`src/csma_pkg.sv`:
```
`default_nettype none

package csma_pkg;

  // Widest backoff counter the parameter may ask for
  localparam int unsigned CW_BITS_DEF = 10;
  localparam int unsigned CW_BITS_MAX = 16;

  localparam int unsigned CFG_ADDR_W = 3;
  localparam int unsigned CFG_DATA_W = 16;

  localparam int unsigned IN_DATA_W  = 24;
  localparam int unsigned IN_USER_W  = 3;
  localparam int unsigned OUT_DATA_W = 8;

  // Register indexes
  localparam logic [CFG_ADDR_W-1:0] REG_IFS_TICKS  = 3'd0;
  localparam logic [CFG_ADDR_W-1:0] REG_EIFS_TICKS = 3'd1;
  localparam logic [CFG_ADDR_W-1:0] REG_SLOT_TICKS = 3'd2;
  localparam logic [CFG_ADDR_W-1:0] REG_CW_MIN     = 3'd3;
  localparam logic [CFG_ADDR_W-1:0] REG_CW_MAX     = 3'd4;

  // Request kinds
  localparam logic [2:0] REQ_START  = 3'd0;
  localparam logic [2:0] REQ_MEDIUM = 3'd1;
  localparam logic [2:0] REQ_RADIO  = 3'd2;
  localparam logic [2:0] REQ_FCS    = 3'd3;
  localparam logic [2:0] REQ_TICK   = 3'd4;

  // Access states
  localparam logic [2:0] ST_IDLE     = 3'd0;
  localparam logic [2:0] ST_DEFER    = 3'd1;
  localparam logic [2:0] ST_BACKOFF  = 3'd2;
  localparam logic [2:0] ST_TRANSMIT = 3'd3;
  localparam logic [2:0] ST_WAIT_IFS = 3'd4;

  typedef struct packed {
    logic [15:0] ifs_ticks;
    logic [15:0] eifs_ticks;
    logic [9:0]  slot_ticks;
    logic [9:0]  cw_min;
    logic [9:0]  cw_max;
  } cfg_t;

  typedef struct packed {
    logic [9:0] backoff_draw;
    logic [3:0] retry_count;
    logic       fcs_ok;
    logic       tx_idle;
    logic       medium_free;
  } req_t;

  typedef struct packed {
    logic       start_rejected;
    logic       tx_complete;
    logic       send_frame;
    logic [2:0] access_state;
  } res_t;

endpackage

`default_nettype wire

```
`src/csma_cfg.sv`:
```
`default_nettype none

module csma_cfg (
  input  wire logic                             clk_i,
  input  wire logic                             rst_ni,
  input  wire logic                             cfg_we_i,
  input  wire logic [csma_pkg::CFG_ADDR_W-1:0]  cfg_addr_i,
  input  wire logic [csma_pkg::CFG_DATA_W-1:0]  cfg_wdata_i,
  output csma_pkg::cfg_t                        cfg_o
);
  import csma_pkg::*;

  cfg_t cfg_q, cfg_d;

  always_comb begin
    cfg_d = cfg_q;
    if (cfg_we_i) begin
      unique case (cfg_addr_i)
        REG_IFS_TICKS:  cfg_d.ifs_ticks  = cfg_wdata_i;
        REG_EIFS_TICKS: cfg_d.eifs_ticks = cfg_wdata_i;
        REG_SLOT_TICKS: cfg_d.slot_ticks = cfg_wdata_i[9:0];
        REG_CW_MIN:     cfg_d.cw_min     = cfg_wdata_i[9:0];
        REG_CW_MAX:     cfg_d.cw_max     = cfg_wdata_i[9:0];
        default:        cfg_d = cfg_q;
      endcase
    end
  end

  always_ff @(posedge clk_i or negedge rst_ni) begin
    if (!rst_ni) begin
      cfg_q.ifs_ticks  <= 16'd34;
      cfg_q.eifs_ticks <= 16'd94;
      cfg_q.slot_ticks <= 10'd9;
      cfg_q.cw_min     <= 10'd15;
      cfg_q.cw_max     <= 10'd1023;
    end else begin
      cfg_q <= cfg_d;
    end
  end

  assign cfg_o = cfg_q;

endmodule

`default_nettype wire

```
`src/csma_core.sv`:
```
`default_nettype none

module csma_core #(
  parameter int unsigned CW_BITS = csma_pkg::CW_BITS_DEF
) (
  input  wire logic          clk_i,
  input  wire logic          rst_ni,
  input  wire logic          accept_i,
  input  wire logic [2:0]    req_type_i,
  input  csma_pkg::req_t     req_i,
  input  csma_pkg::cfg_t     cfg_i,
  output csma_pkg::res_t     res_o
);
  import csma_pkg::*;

  logic [2:0]         fsm_q, fsm_d;
  logic [CW_BITS-1:0] slots_left_q, slots_left_d;
  logic [9:0]         slot_timer_q, slot_timer_d;
  logic [15:0]        ifs_left_q, ifs_left_d;
  logic [15:0]        eifs_left_q, eifs_left_d;
  logic [15:0]        free_time_q, free_time_d;
  logic               eifs_pending_q, eifs_pending_d;
  logic               medium_free_q, medium_free_d;
  logic               radio_idle_q, radio_idle_d;

  // Contention window and backoff draw
  logic [25:0]           cw_full;
  logic [9:0]            cw_cap;
  logic [CW_BITS_MAX-1:0] slots_wide;
  logic [CW_BITS-1:0]    slots_new;

  always_comb begin
    cw_full    = ({15'd0, ({1'b0, cfg_i.cw_min} + 11'd1)} << req_i.retry_count) - 26'd1;
    cw_cap     = (cw_full > {16'd0, cfg_i.cw_max}) ? cfg_i.cw_max : cw_full[9:0];
    slots_wide = {{(CW_BITS_MAX-10){1'b0}}, req_i.backoff_draw & cw_cap};
    slots_new  = slots_wide[CW_BITS-1:0];
  end

  // IFS/EIFS load values; a medium change restarts the free-time count first
  logic [15:0] ft_eff, ifs_wait, eifs_wait;
  logic        eifs_load, ifs_needed;

  always_comb begin
    ft_eff     = (req_type_i == REQ_MEDIUM) ? 16'd0 : free_time_q;
    ifs_wait   = (cfg_i.ifs_ticks > ft_eff) ? cfg_i.ifs_ticks - ft_eff : 16'd0;
    eifs_wait  = cfg_i.eifs_ticks - ft_eff;
    eifs_load  = eifs_pending_q && (cfg_i.eifs_ticks > ft_eff);
    ifs_needed = (free_time_q < cfg_i.ifs_ticks) ||
                 (eifs_pending_q && (free_time_q < cfg_i.eifs_ticks));
  end

  logic [10:0] timer_inc;
  logic        send, done, rejected;

  always_comb begin
    fsm_d          = fsm_q;
    slots_left_d   = slots_left_q;
    slot_timer_d   = slot_timer_q;
    ifs_left_d     = ifs_left_q;
    eifs_left_d    = eifs_left_q;
    free_time_d    = free_time_q;
    eifs_pending_d = eifs_pending_q;
    medium_free_d  = medium_free_q;
    radio_idle_d   = radio_idle_q;
    send           = 1'b0;
    done           = 1'b0;
    rejected       = 1'b0;
    timer_inc      = {1'b0, slot_timer_q} + 11'd1;

    unique case (req_type_i) inside
      REQ_START: begin
        if (fsm_q != ST_IDLE) begin
          rejected = 1'b1;
        end else begin
          slots_left_d = slots_new;
          if (!medium_free_q) begin
            fsm_d = ST_DEFER;
          end else if (ifs_needed) begin
            fsm_d          = ST_WAIT_IFS;
            ifs_left_d     = ifs_wait;
            eifs_pending_d = 1'b0;
            if (eifs_load) eifs_left_d = eifs_wait;
          end else begin
            fsm_d = ST_TRANSMIT;
            send  = 1'b1;
          end
        end
      end
      REQ_MEDIUM, REQ_RADIO: begin
        if (req_type_i == REQ_MEDIUM) begin
          medium_free_d = req_i.medium_free;
          free_time_d   = 16'd0;
          if (!req_i.medium_free) eifs_left_d = 16'd0;
        end else begin
          radio_idle_d = req_i.tx_idle;
        end
        unique case (fsm_q)
          ST_DEFER: begin
            if (medium_free_d) begin
              fsm_d          = ST_WAIT_IFS;
              ifs_left_d     = ifs_wait;
              eifs_pending_d = 1'b0;
              if (eifs_load) eifs_left_d = eifs_wait;
            end
          end
          ST_WAIT_IFS: begin
            if (!medium_free_d) begin
              ifs_left_d = 16'd0;
              fsm_d      = ST_DEFER;
            end
          end
          ST_BACKOFF: begin
            if (!medium_free_d) begin
              slot_timer_d = 10'd0;
              fsm_d        = ST_DEFER;
            end
          end
          ST_TRANSMIT: begin
            if (radio_idle_d) begin
              fsm_d = ST_IDLE;
              done  = 1'b1;
            end
          end
          default: ;
        endcase
      end
      REQ_FCS: eifs_pending_d = !req_i.fcs_ok;
      REQ_TICK: begin
        if (free_time_q != 16'hFFFF) free_time_d = free_time_q + 16'd1;
        if (ifs_left_q != 16'd0)     ifs_left_d  = ifs_left_q - 16'd1;
        if (eifs_left_q != 16'd0)    eifs_left_d = eifs_left_q - 16'd1;
        if (fsm_q == ST_WAIT_IFS) begin
          if (ifs_left_d == 16'd0 && eifs_left_d == 16'd0) begin
            fsm_d        = ST_BACKOFF;
            slot_timer_d = 10'd0;
            if (slots_left_q == '0) begin
              fsm_d = ST_TRANSMIT;
              send  = 1'b1;
            end
          end
        end else if (fsm_q == ST_BACKOFF) begin
          if (slots_left_q == '0) begin
            fsm_d = ST_TRANSMIT;
            send  = 1'b1;
          end else if (timer_inc >= {1'b0, cfg_i.slot_ticks}) begin
            // slot boundary; slot length zero behaves as one tick
            slot_timer_d = 10'd0;
            slots_left_d = slots_left_q - {{(CW_BITS-1){1'b0}}, 1'b1};
            if (slots_left_d == '0) begin
              fsm_d = ST_TRANSMIT;
              send  = 1'b1;
            end
          end else begin
            slot_timer_d = timer_inc[9:0];
          end
        end
      end
      default: ;
    endcase
  end

  always_ff @(posedge clk_i or negedge rst_ni) begin
    if (!rst_ni) begin
      fsm_q          <= ST_IDLE;
      slots_left_q   <= '0;
      slot_timer_q   <= '0;
      ifs_left_q     <= '0;
      eifs_left_q    <= '0;
      free_time_q    <= '0;
      eifs_pending_q <= 1'b0;
      medium_free_q  <= 1'b0;
      radio_idle_q   <= 1'b1;
    end else if (accept_i) begin
      fsm_q          <= fsm_d;
      slots_left_q   <= slots_left_d;
      slot_timer_q   <= slot_timer_d;
      ifs_left_q     <= ifs_left_d;
      eifs_left_q    <= eifs_left_d;
      free_time_q    <= free_time_d;
      eifs_pending_q <= eifs_pending_d;
      medium_free_q  <= medium_free_d;
      radio_idle_q   <= radio_idle_d;
    end
  end

  assign res_o.access_state   = fsm_d;
  assign res_o.send_frame     = send;
  assign res_o.tx_complete    = done;
  assign res_o.start_rejected = rejected;

  a_send_in_tx: assert property (@(posedge clk_i) disable iff (!rst_ni)
    accept_i && send |-> fsm_d == ST_TRANSMIT)
    else $error("send_frame without entering transmit");

  a_done_from_tx: assert property (@(posedge clk_i) disable iff (!rst_ni)
    accept_i && done |-> fsm_q == ST_TRANSMIT && radio_idle_d)
    else $error("tx_complete outside transmit");

  a_state_follows: assert property (@(posedge clk_i) disable iff (!rst_ni)
    accept_i |=> fsm_q == $past(res_o.access_state))
    else $error("state register differs from reported state");

  a_reject_keeps: assert property (@(posedge clk_i) disable iff (!rst_ni)
    accept_i && rejected |=> $stable(slots_left_q) && $stable(fsm_q))
    else $error("rejected start changed backoff state");

endmodule

`default_nettype wire

```
`src/csma_ca_channel_access_fsm.sv`:
```
// Latency: a result appears on m_axis the cycle after its item is accepted on s_axis.
// Throughput: one item per cycle; the next-state logic is a single stage feeding
// the result register, which frees up in the cycle the sink takes it.
// Reset (rst_ni low, async): access state idle, timers and counters zero,
// medium busy, radio idle, registers at their defaults, no result held.
`default_nettype none

module csma_ca_channel_access_fsm #(
  parameter int unsigned CW_BITS = csma_pkg::CW_BITS_DEF
) (
  input  wire logic                              clk_i,
  input  wire logic                              rst_ni,
  input  wire logic                              cfg_we_i,
  input  wire logic [csma_pkg::CFG_ADDR_W-1:0]   cfg_addr_i,
  input  wire logic [csma_pkg::CFG_DATA_W-1:0]   cfg_wdata_i,
  input  wire logic                              s_axis_tvalid,
  output      logic                              s_axis_tready,
  // medium_free, tx_idle, fcs_ok, retry_count[3:0], backoff_draw[9:0], zero pad
  input  wire logic [csma_pkg::IN_DATA_W-1:0]    s_axis_tdata,
  // req_type[2:0]
  input  wire logic [csma_pkg::IN_USER_W-1:0]    s_axis_tuser,
  output      logic                              m_axis_tvalid,
  input  wire logic                              m_axis_tready,
  // access_state[2:0], send_frame, tx_complete, start_rejected, zero pad
  output      logic [csma_pkg::OUT_DATA_W-1:0]   m_axis_tdata
);
  import csma_pkg::*;

  cfg_t cfg;
  req_t req;
  res_t res;
  res_t res_q, res_d;
  logic out_valid_q, out_valid_d;
  logic accept;

  assign req           = s_axis_tdata[$bits(req_t)-1:0];
  assign s_axis_tready = !out_valid_q || m_axis_tready;
  assign accept        = s_axis_tvalid && s_axis_tready;

  csma_cfg u_cfg (
    .clk_i       (clk_i),
    .rst_ni      (rst_ni),
    .cfg_we_i    (cfg_we_i),
    .cfg_addr_i  (cfg_addr_i),
    .cfg_wdata_i (cfg_wdata_i),
    .cfg_o       (cfg)
  );

  csma_core #(
    .CW_BITS (CW_BITS)
  ) u_core (
    .clk_i      (clk_i),
    .rst_ni     (rst_ni),
    .accept_i   (accept),
    .req_type_i (s_axis_tuser),
    .req_i      (req),
    .cfg_i      (cfg),
    .res_o      (res)
  );

  always_comb begin
    out_valid_d = out_valid_q;
    res_d       = res_q;
    if (accept) begin
      out_valid_d = 1'b1;
      res_d       = res;
    end else if (m_axis_tready) begin
      out_valid_d = 1'b0;
    end
  end

  always_ff @(posedge clk_i or negedge rst_ni) begin
    if (!rst_ni) begin
      out_valid_q <= 1'b0;
    end else begin
      out_valid_q <= out_valid_d;
    end
  end

  always_ff @(posedge clk_i) begin
    res_q <= res_d;
  end

  assign m_axis_tvalid = out_valid_q;
  assign m_axis_tdata  = {{(OUT_DATA_W-$bits(res_t)){1'b0}}, res_q};

endmodule

`default_nettype wire
```
`config.mk`:
```
export PLATFORM = sky130hd
export DESIGN_NAME = csma_ca_channel_access_fsm
export DESIGN_NICKNAME = d
export VERILOG_FILES = /design/src/csma_pkg.sv /design/src/csma_cfg.sv /design/src/csma_core.sv /design/src/csma_ca_channel_access_fsm.sv
export SDC_FILE = /design/constraint.sdc
export NUM_CORES = 1
export LEC_CHECK = 0
export ABC_CLOCK_PERIOD_IN_PS = 13000
export BUFFER_PORTS_ARGS = -buffer_cell sky130_fd_sc_hd__buf_2
export CAP_MARGIN = 20
export CELL_PAD_IN_SITES_DETAIL_PLACEMENT = 0
export CELL_PAD_IN_SITES_GLOBAL_PLACEMENT = 1
export CORE_UTILIZATION = 50
export CTS_BUF_LIST = sky130_fd_sc_hd__clkbuf_4
export CTS_CLUSTER_DIAMETER = 50
export DETAILED_ROUTE_END_ITERATION = 6
export PLACE_DENSITY = 0.89
export SYNTH_ARGS = -nofsm -noshare
export SYNTH_HDL_FRONTEND = slang
export SYNTH_SLANG_ARGS = --single-unit
```
`constraint.sdc`:
```
create_clock -name clk_i -period 13 [get_ports clk_i]
set_input_delay 1.3 -clock clk_i [delete_from_list [all_inputs] [get_ports clk_i]]
set_output_delay 1.3 -clock clk_i [all_outputs]
set_load 0.1 [all_outputs]
```
* Word-level counts from Yosys, hierarchy flattened
Cells that the tools add are included.
Storage, ports and cells: register bits 143, bits of input ports 51, output and inout port bits 10, logic and storage cells 185
Operators by class: add/subtract/negate cells 9, magnitude comparators 6, equality and inequality tests 32, shift-type cells 1, muxes and demuxes 80, bitwise logic cells 1, reductions and logical operators 37
Operator list (count):
- two-way mux 16 bit | 21
- two-way mux 10 bit | 13
- case mux 16 bit (3 select lines) | 2
- case mux 16 bit (2 select lines) | 2
- case mux 10 bit (2 select lines) | 2
- two-way mux 3 bit | 12
- > comparator 16 bit | 2
- logical NOT 16 bit | 2
- < comparator 16 bit | 2
- nonzero test 16 bit | 2
- subtractor 16 x 1 -> 16 bit (second input constant) | 2
- subtractor 16 bit | 2
- > comparator 26 x 10 -> 1 bit | 1
- << shifter 11 x 4 -> 26 bit | 1
- subtractor 26 x 1 -> 26 bit (second input constant) | 1
- two-way mux 1 bit | 24
- adder 10 x 1 -> 11 bit (second input constant) | 2
- AND reduction 7 bit | 3
- logical NOT 10 bit | 2
- == test 3 x 2 -> 1 bit (second input constant) | 6
- case mux 3 bit (3 select lines) | 2
- adder 16 x 1 -> 16 bit (second input constant) | 1
- != test 16 bit (second input constant) | 1
- != test 2 bit (second input constant) | 8
- other kinds (21) | 50

* Depth between registers and ports, before layout
Gate-level depths: netlist of the first run.
word-level depth 9, mapped depth 21, mapped depth without buffers 19

* Cells and area by module
From an unflattened synthesis of the first run, not the netlist that was laid out.
Second synthesis, totals: cell total of the unflattened synthesis 1525, area, all modules 12782.3 µm²
Modules (own cells, without submodules):
- csma_core | instances 1, cells each 1377, area each 10141.0 µm², seq. area each 1853.0 µm²
- csma_cfg | instances 1, cells each 135, area each 2388.5 µm², seq. area each 1580.3 µm²
- csma_ca_channel_access_fsm | instances 1, cells each 13, area each 252.7 µm², seq. area each 205.2 µm²

* Worst setup path before layout of the first run
No wires, ideal clock.
kind input-to-reg, start input s_axis_tdata[4] (netlist bit), end register u_core.slots_left_q[2], setup time 0.127 ns, data arrival time 4.790 ns, required time 12.873 ns, slack 8.084 ns, stages on the path 18, buffers on the path 3, path through clkbuf_1 or2_1 clkbuf_1 nor4_1 nor4_1 a31oi_1 o21a_1 nor3_1 xnor2_1 ha_1 nor2b_1 nor3b_1 a211oi_1 nor4_1 o2111a_1 buf_2 mux2i_1 o21ai_1
Between the ends: cells in the longest elaborated chain, start to end 7
Ends and longest elaborated chain:
- from (decl) | line csma_ca_channel_access_fsm.sv:19 | input wire logic [csma_pkg::IN_DATA_W-1:0] s_axis_tdata,
- << shifter 11 x 4 -> 26 bit (*) | line csma_core.sv:33 | cw_full = ({15'd0, ({1'b0, cfg_i.cw_min} + 11'd1)} << req_i.retry_count) - 26'd1;
- subtractor 26 x 1 -> 26 bit (*) | line csma_core.sv:33
- > comparator 26 x 10 -> 1 bit | line csma_core.sv:34 | cw_cap = (cw_full > {16'd0, cfg_i.cw_max}) ? cfg_i.cw_max : cw_full[9:0];
- two-way mux 10 bit (*) | line csma_core.sv:34
- bitwise AND 10 bit (*) | line csma_core.sv:35 | slots_wide = {{(CW_BITS_MAX-10){1'b0}}, req_i.backoff_draw & cw_cap};
- two-way mux 10 bit (*) | line csma_core.sv:72 | if (fsm_q != ST_IDLE) begin
- case mux 10 bit (2 select lines) (*) | line csma_core.sv:70 | unique case (req_type_i) inside
- to (signal assigned) | line csma_core.sv:175 | slots_left_q <= slots_left_d;
- to (decl) | line csma_core.sv:17 | logic [CW_BITS-1:0] slots_left_q, slots_left_d;
Mark *: on every way between the ends. The rest lies on a longest branch, timed or not. The select of a mux whose other input is x is not followed. A chain may end at the register's enable or synchronous reset.

* Worst setup path after layout of the first run
start register u_cfg.cfg_q, in the netlist u_cfg.cfg_o[10], end register u_core.slots_left_q[1]
Between the ends: cells in the longest elaborated chain, start to end 8
Ends and longest elaborated chain:
- from (decl) | line csma_cfg.sv:13 | cfg_t cfg_q, cfg_d;
- from (signal assigned) | line csma_cfg.sv:37 | cfg_q <= cfg_d;
- adder 10 x 1 -> 11 bit (*) | line csma_core.sv:33
- << shifter 11 x 4 -> 26 bit (*) | line csma_core.sv:33
- subtractor 26 x 1 -> 26 bit (*) | line csma_core.sv:33
- > comparator 26 x 10 -> 1 bit | line csma_core.sv:34
- two-way mux 10 bit (*) | line csma_core.sv:34
- bitwise AND 10 bit (*) | line csma_core.sv:35
- two-way mux 10 bit (*) | line csma_core.sv:72
- case mux 10 bit (2 select lines) (*) | line csma_core.sv:70
Marks and branches as above.

==> impl_metrics.py, run 1 <==
metrics = {
    "route": {
        "finalWirelength_um": 34700,
        "drt_iter0_drc": 827,
        "vias": 11400,
        "ant_nets": 0,
        "vias_per_cell": 6.06,
        "drc": 0,
        "dr.pass1.iters": 5,
        "wire_per_inst_um": 18.5,
    },
    "logic_synthesis": {
        "ys_types": 90,
        "netlist_area_um2": 12300,
        "syn_area_per_cell_um2": 7.95,
        "synth_most_common_cell": "nand2_1",
        "synth_area_leader_cell": "dfrtp_1",
        "synth.yosys.seq_area_share": 0.297,
        "yosys-top-cells-count": "nand2_1 (186), o21ai_0 (132), nor2_1 (116)",
        "synthTopCellsByArea": "dfrtp_1 (23%), ha_1 (9.4%), nand2_1 (5.7%), o21ai_0 (5.4%), dfstp_2 (5.1%)",
        "yosysTopAreaCellShare": 0.231,
        "synth-edff-count": 6,
        "ys.warnings.count": 0,
        "synth_cells": 1542,
        "synth_seq_cells": 143,
        "async_flop_share": 0.958,
        "synth_ff_type": "dfrtp_1",
    },
    "placement": {
        "place_congestion": 0.942,
        "dp_hpwl_um": 26000,
        "io_buffers": 51,
    },
    "clocking": {
        "cts_setup_buffers": 0,
        "cts-resized-gates": 0,
        "cts-root-buf": "clkbuf_4",
        "tritoncts": "built",
        "clk_path_buf_depth": 2,
        "cts_hold_buf": 0,
        "clkLatencyLatePin_ns": 0.58,
        "clkTransAtPathRegs_ns": 0.14,
        "htreeDepth": 4,
        "clock_sinks": 143,
        "cts-buffers-inserted": 17,
    },
    "setup_path": {
        "endpoint_kind": "register",
        "worstSetupPathType": "reg2reg",
        "ff2ff_setup_slack_ns": 7.20,
        "crit_fanout": 13,
        "cp_slowest_stage_delay_ns": 0.74,
        "crit_arrival_ns": 6.26,
        "crit_family": "simple AND/OR/NAND/NOR gates",
        "path_cells": "ha_1, nand3_1, and3_1, nor4_1, a31oi_1, o21a_1, nor3_1, xnor2_1, ha_1, nor2b_1, nor3b_1, a211oi_1, nor4_1, o2111a_1, mux2i_1, o21ai_1",
        "cp-start-kind": "register",
        "r2r-start": "u_cfg.cfg_o[10]",
        "worstPathRequired_ns": 13.46,
        "crit_buf_inv": 0,
        "reg2reg_depth": 16,
        "cpMaxStageDelayCell": "nor4_1",
        "worstReg2RegEnd": "u_core.slots_left_q[1]",
    },
    "timing": {
        "worstMarginPinSlew_ns": 1.07,
        "hold_viol": 0,
        "hold_ws_ns": 0.525,
        "finalSetupViolations": 0,
        "finalSetupTns_ns": 0,
        "clock_skew_ns": 0.0237,
        "clock.fmax_ghz": 0.172,
        "slew_viol_final": 0,
        "maxSlewHeadroom": 0.283,
        "period_minus_slack_ns": 5.80,
        "period_share": 0.446,
        "rsz0062_at_grt": "false",
    },
    "die": {
        "start_util": 0.516,
        "die_w_um": 159,
        "row_count": 56,
        "die_h_um": 159,
        "die-area_um2": 25200,
        "core_um2": 23800,
        "pin_count": 61,
    },
    "layout": {
        "final_nets": 1690,
        "synthToLayoutAreaGrowth_pct": 5.76,
        "drive_gt1_frac": 0.106,
    },
    "global_route": {
        "grt_pass1_vias": 10600,
        "grt_pass1_wl_um": 55900,
        "grt_start_max_net_pins": 71,
        "grt.overflow.total": 0,
        "antenna_found_initial": 1,
        "track_usage": 0.285,
    },
    "job": {
        "maxCapViolations": 0,
    },
    "pwr": {
        "p_leak_nw": 5.47,
        "peakVddDrop_mv": 0.0707,
        "powerDensity_nw_per_um2": 158,
    },
    "worst_hold_path": {
        "hp-start": "u_cfg.cfg_o[7]",
        "hold_path_class": "reg2reg",
        "whs_path_depth": 2,
        "hold_end": "u_cfg.cfg_o[7]",
    },
    "run_status": {
        "outcome": "finished clean",
    },
}
-- layout by cell type (no fill, tap or decap), types with 21 or more instances in the layout --
cell / count
xnor2_1: 44
ha_1: 92
inv_1: 86
a21o_1: 37
dfstp_2: 24
nand4_1: 25
nor3_1: 39
o21ai_0: 131
nand2b_1: 25
nand3_1: 42
buf_2: 50
dfrtp_1: 113
mux2i_1: 23
xor2_1: 21
o21ai_1: 25
nand2_1: 186
nor2_1: 115
a21oi_1: 96
-- where the power goes --
group          internal [mW]  switching (mW)  total [mW]  leakage, nW
Clock                 0.0999           0.180       0.280        0.148
Combinational          0.418           0.624        1.04         3.58
Sequential             0.569           0.161       0.730         1.75
-- kinds of logic after synthesis --
kind of cell,after synthesis,share of synthesized area
fa+ha+maj,94,0.0971
compound gates,471,0.245
xor+xnor,65,0.0464
flops,143,0.297
simple gates,562,0.227
other cells,1,0.000306
mux,41,0.0353
buf+inv,165,0.0521
-- flip-flops by register name, indices dropped and copies added, names as in the netlist --
signal / count
m_axis_tvalid: 1
u_core.slots_left_q: 10
u_core.eifs_left_q: 16
u_core.slot_timer_q: 10
u_core.radio_idle_q: 1
u_core.ifs_left_q: 16
m_axis_tdata: 6
u_cfg.cfg_o: 62
u_core.medium_free_q: 1
u_core.eifs_pending_q: 1
u_core.fsm_q: 3
u_core.free_time_q: 16
-- metrics by stage --
step                      total power, mW  setup slack [ns]  cell area (um2)  std cells   util
after detailed placement             1.76              6.79            12700       1843  0.534
final                                2.05              7.20            13000       1878  0.546
after floorplan                      1.48              8.08            12300       1543      -
after global placement               1.74              6.87            12700       1843  0.534
after CTS                            2.04              7.30            12900       1875  0.545
after global routing                 2.21              6.84            13000       1878  0.546
-- final cells by class --
| type | instances | area (um2) |
|---|---|---|
| Fill cell | 2274 | 10800 |
| Timing Repair Buffer | 62 | 352 |
| Antenna cell | 1 | 2.50 |
| Clock buffer | 19 | 143 |
| Tap cell | 319 | 399 |
| Inverter | 86 | 323 |
| Sequential cell | 143 | 3640 |
| Clock inverter | 13 | 111 |
| Multi-Input combinational cell | 1235 | 8000 |
-- per-layer routing --
layer	wire, um	global-route usage	vias to the layer above
met5	0	0	-
met4	818	0.0939	0
met3	1500	0.0297	49
met2	16300	0.462	309
met1	16100	0.397	5414
li1	-	-	5612
-- worst max path at each step --
stage	startpoint	endpoint	slack, ns	cells after the start
6_report	u_cfg.cfg_o[10]	u_core.slots_left_q[1]	7.20	16
5_1_grt	u_cfg.cfg_o[10]	u_core.slots_left_q[1]	6.84	16
4_1_cts	u_cfg.cfg_o[10]	u_core.slots_left_q[3]	7.30	16
3_5_place_dp	s_axis_tdata[3]	u_core.slots_left_q[3]	6.79	16
3_3_place_gp	s_axis_tdata[3]	u_core.slots_left_q[3]	6.87	16
2_1_floorplan	s_axis_tdata[4]	u_core.slots_left_q[2]	8.08	18
-- worst min-delay path: cells and delay by family, from the launching register on --
kind	cells	cell delay, ns
buffers and inverters	1	0.06
DFF	1	0.40
AOI/OAI and AO/OA	1	0.08
No activity file was read; power rests on OpenSTA's default activity.
==> run 2, diff against run 1 <==
--- a/config.mk
+++ b/config.mk
@@ -5,16 +5,16 @@
 export SDC_FILE = /design/constraint.sdc
 export NUM_CORES = 1
 export LEC_CHECK = 0
-export ABC_CLOCK_PERIOD_IN_PS = 13000
+export ABC_CLOCK_PERIOD_IN_PS = 5500
 export BUFFER_PORTS_ARGS = -buffer_cell sky130_fd_sc_hd__buf_2
 export CAP_MARGIN = 20
 export CELL_PAD_IN_SITES_DETAIL_PLACEMENT = 0
 export CELL_PAD_IN_SITES_GLOBAL_PLACEMENT = 1
-export CORE_UTILIZATION = 50
+export CORE_UTILIZATION = 49
 export CTS_BUF_LIST = sky130_fd_sc_hd__clkbuf_4
 export CTS_CLUSTER_DIAMETER = 50
 export DETAILED_ROUTE_END_ITERATION = 6
-export PLACE_DENSITY = 0.89
+export PLACE_DENSITY = 0.88
 export SYNTH_ARGS = -nofsm -noshare
 export SYNTH_HDL_FRONTEND = slang
 export SYNTH_SLANG_ARGS = --single-unit
==> constraint.sdc (replaced) <==
create_clock -name clk_i -period 5.5 [get_ports clk_i]
set_input_delay 0.55 -clock clk_i [delete_from_list [all_inputs] [get_ports clk_i]]
set_output_delay 0.55 -clock clk_i [all_outputs]
set_load 0.1 [all_outputs]
==> impl_metrics.py, run 2 (synthesis gave the netlist of run 1 again) <==
metrics = {
    "route": {
        "m1WireLength_um": 16100,
        "wl_met2_um": 15500,
        "vias_per_cell": 6.07,
        "wire_per_inst_um": 18.2,
        "vias": 11500,
        "wl_met3_um": 1870,
        "dr.pass1.iters": 5,
        "finalWirelength_um": 34300,
        "ant_nets": 0,
        "drc": 0,
        "drt_iter0_drc": 879,
        "top_layer_used": "met4",
    },
    "timing": {
        "worstMarginPinSlew_ns": 1.02,
        "finalSetupViolations": 0,
        "clock_skew_ns": 0.0274,
        "rsz0062_at_grt": "false",
        "maxSlewHeadroom": 0.315,
        "period_minus_slack_ns": 4.81,
        "finalSetupTns_ns": 0,
        "clock.fmax_ghz": 0.208,
        "slew_viol_final": 0,
        "hold_viol": 0,
        "period_share": 0.874,
    },
    "setup_path": {
        "endpoint_kind": "register",
        "cp_slowest_stage_delay_ns": 0.69,
        "worstSetupPathType": "reg2reg",
        "crit_family": "simple AND/OR/NAND/NOR gates",
        "crit_fanout": 13,
        "worstPathRequired_ns": 5.95,
        "crit_buf_inv": 2,
        "crit_arrival_ns": 5.26,
        "ff2ff_setup_slack_ns": 0.69,
        "cpMaxStageDelayCell": "dfstp_2",
        "path_cells": "ha_1, nand3_1, o211a_1, nor4_1, buf_4, a31oi_1, o21a_1, nor3_1, xnor2_1, ha_1, nor2b_1, nor3b_1, a211oi_1, nor4_1, o2111a_1, buf_4, mux2i_1, o21ai_1",
        "cp-start-kind": "register",
    },
    "clocking": {
        "cts-root-buf": "clkbuf_4",
        "cts_setup_buffers": 0,
        "clk_path_buf_depth": 2,
        "cts-buffers-inserted": 17,
        "htreeDepth": 4,
        "tritoncts": "built",
        "cts_hold_buf": 0,
        "clock_sinks": 143,
        "cts-resized-gates": 0,
        "clkLatencyLatePin_ns": 0.58,
        "clkTransAtPathRegs_ns": 0.13,
    },
    "die": {
        "pin_count": 61,
        "row_count": 57,
        "core_um2": 24500,
        "start_util": 0.501,
        "die_h_um": 160,
        "die_w_um": 160,
        "die-area_um2": 25700,
    },
    "global_route": {
        "grt_pass1_wl_um": 55500,
        "grt_start_max_net_pins": 100,
        "grt.overflow.total": 0,
        "antenna_found_initial": 1,
        "grt_pass1_vias": 10600,
        "track_usage": 0.270,
    },
    "layout": {
        "final_nets": 1696,
        "largest_register_ffs": 62,
        "multi_input_area_um2": 8000,
        "final_common_cell": "nand2_1",
        "layout_common_cells": "nand2_1 (186), o21ai_0 (131), nor2_1 (115), dfrtp_1 (113), a21oi_1 (96)",
        "fill_cells": 2322,
        "drive_gt1_frac": 0.110,
        "regArea_um2": 3640,
        "synthToLayoutAreaGrowth_pct": 6.56,
    },
    "placement": {
        "io_buffers": 51,
        "place_congestion": 0.914,
        "dp_hpwl_um": 25700,
    },
    "run_status": {
        "outcome": "finished clean",
    },
    "pwr": {
        "p_leak_nw": 5.51,
        "peakVddDrop_mv": 0.156,
        "power_mw": 4.90,
        "powerDensity_nw_per_um2": 375,
    },
    "worst_hold_path": {
        "hold_path_class": "in2async",
    },
    "job": {
        "maxCapViolations": 0,
    },
}
run 2: final timing paths:
kind	cells after the start	to	start
min reg2reg	2	u_core.radio_idle_q	u_core.radio_idle_q
max	18	u_core.slots_left_q[1]	u_cfg.cfg_o[10]
max reg2reg	18	u_core.slots_left_q[1]	u_cfg.cfg_o[10]
min	1	u_core.ifs_left_q[13]	rst_ni
min in group clk_i	3	u_cfg.cfg_o[61]	cfg_wdata_i[15]
max in group asynchronous	2	u_cfg.cfg_o[36]	rst_ni
run 2: where the power goes:
group / switching, mW / internal [mW] / total [mW]
clock network: 0.409 / 0.333 / 0.742
logic: 1.44 / 0.987 / 2.43
registers: 0.385 / 1.35 / 1.73
total: 2.24 / 2.67 / 4.90
run 2: per-stage QoR:
stage / hold WS [ns] / setup slack (ns) / utilization / instance area, um2 / instances
3_3_place_gp: 0.484 / 0.736 / 0.521 / 12700 / 1854
4_1_cts: 0.0933 / 0.667 / 0.533 / 13000 / 1886
6_report: 0.0374 / 0.691 / 0.534 / 13100 / 1889
5_1_grt: 0.0910 / 0.278 / 0.534 / 13100 / 1889
3_5_place_dp: 0.496 / 0.649 / 0.521 / 12700 / 1854
2_1_floorplan: 0.254 / 1.18 / - / 12300 / 1543
run 2: cell type report:
cell class,count,share of cell area
clock inverters,11,0.0109
multi-input cells,1235,0.612
clock buffers,21,0.0121
diodes,1,0.000191
inverters,86,0.0247
well taps,324,0.0310
flip-flops and latches,143,0.278
repair buffers,68,0.0303
run 2: metal layers:
layer,track usage,up-vias
li1,-,5635
met1,0.382,5414
met2,0.424,370
met3,0.0345,56
met4,0.0944,0
met5,0,-
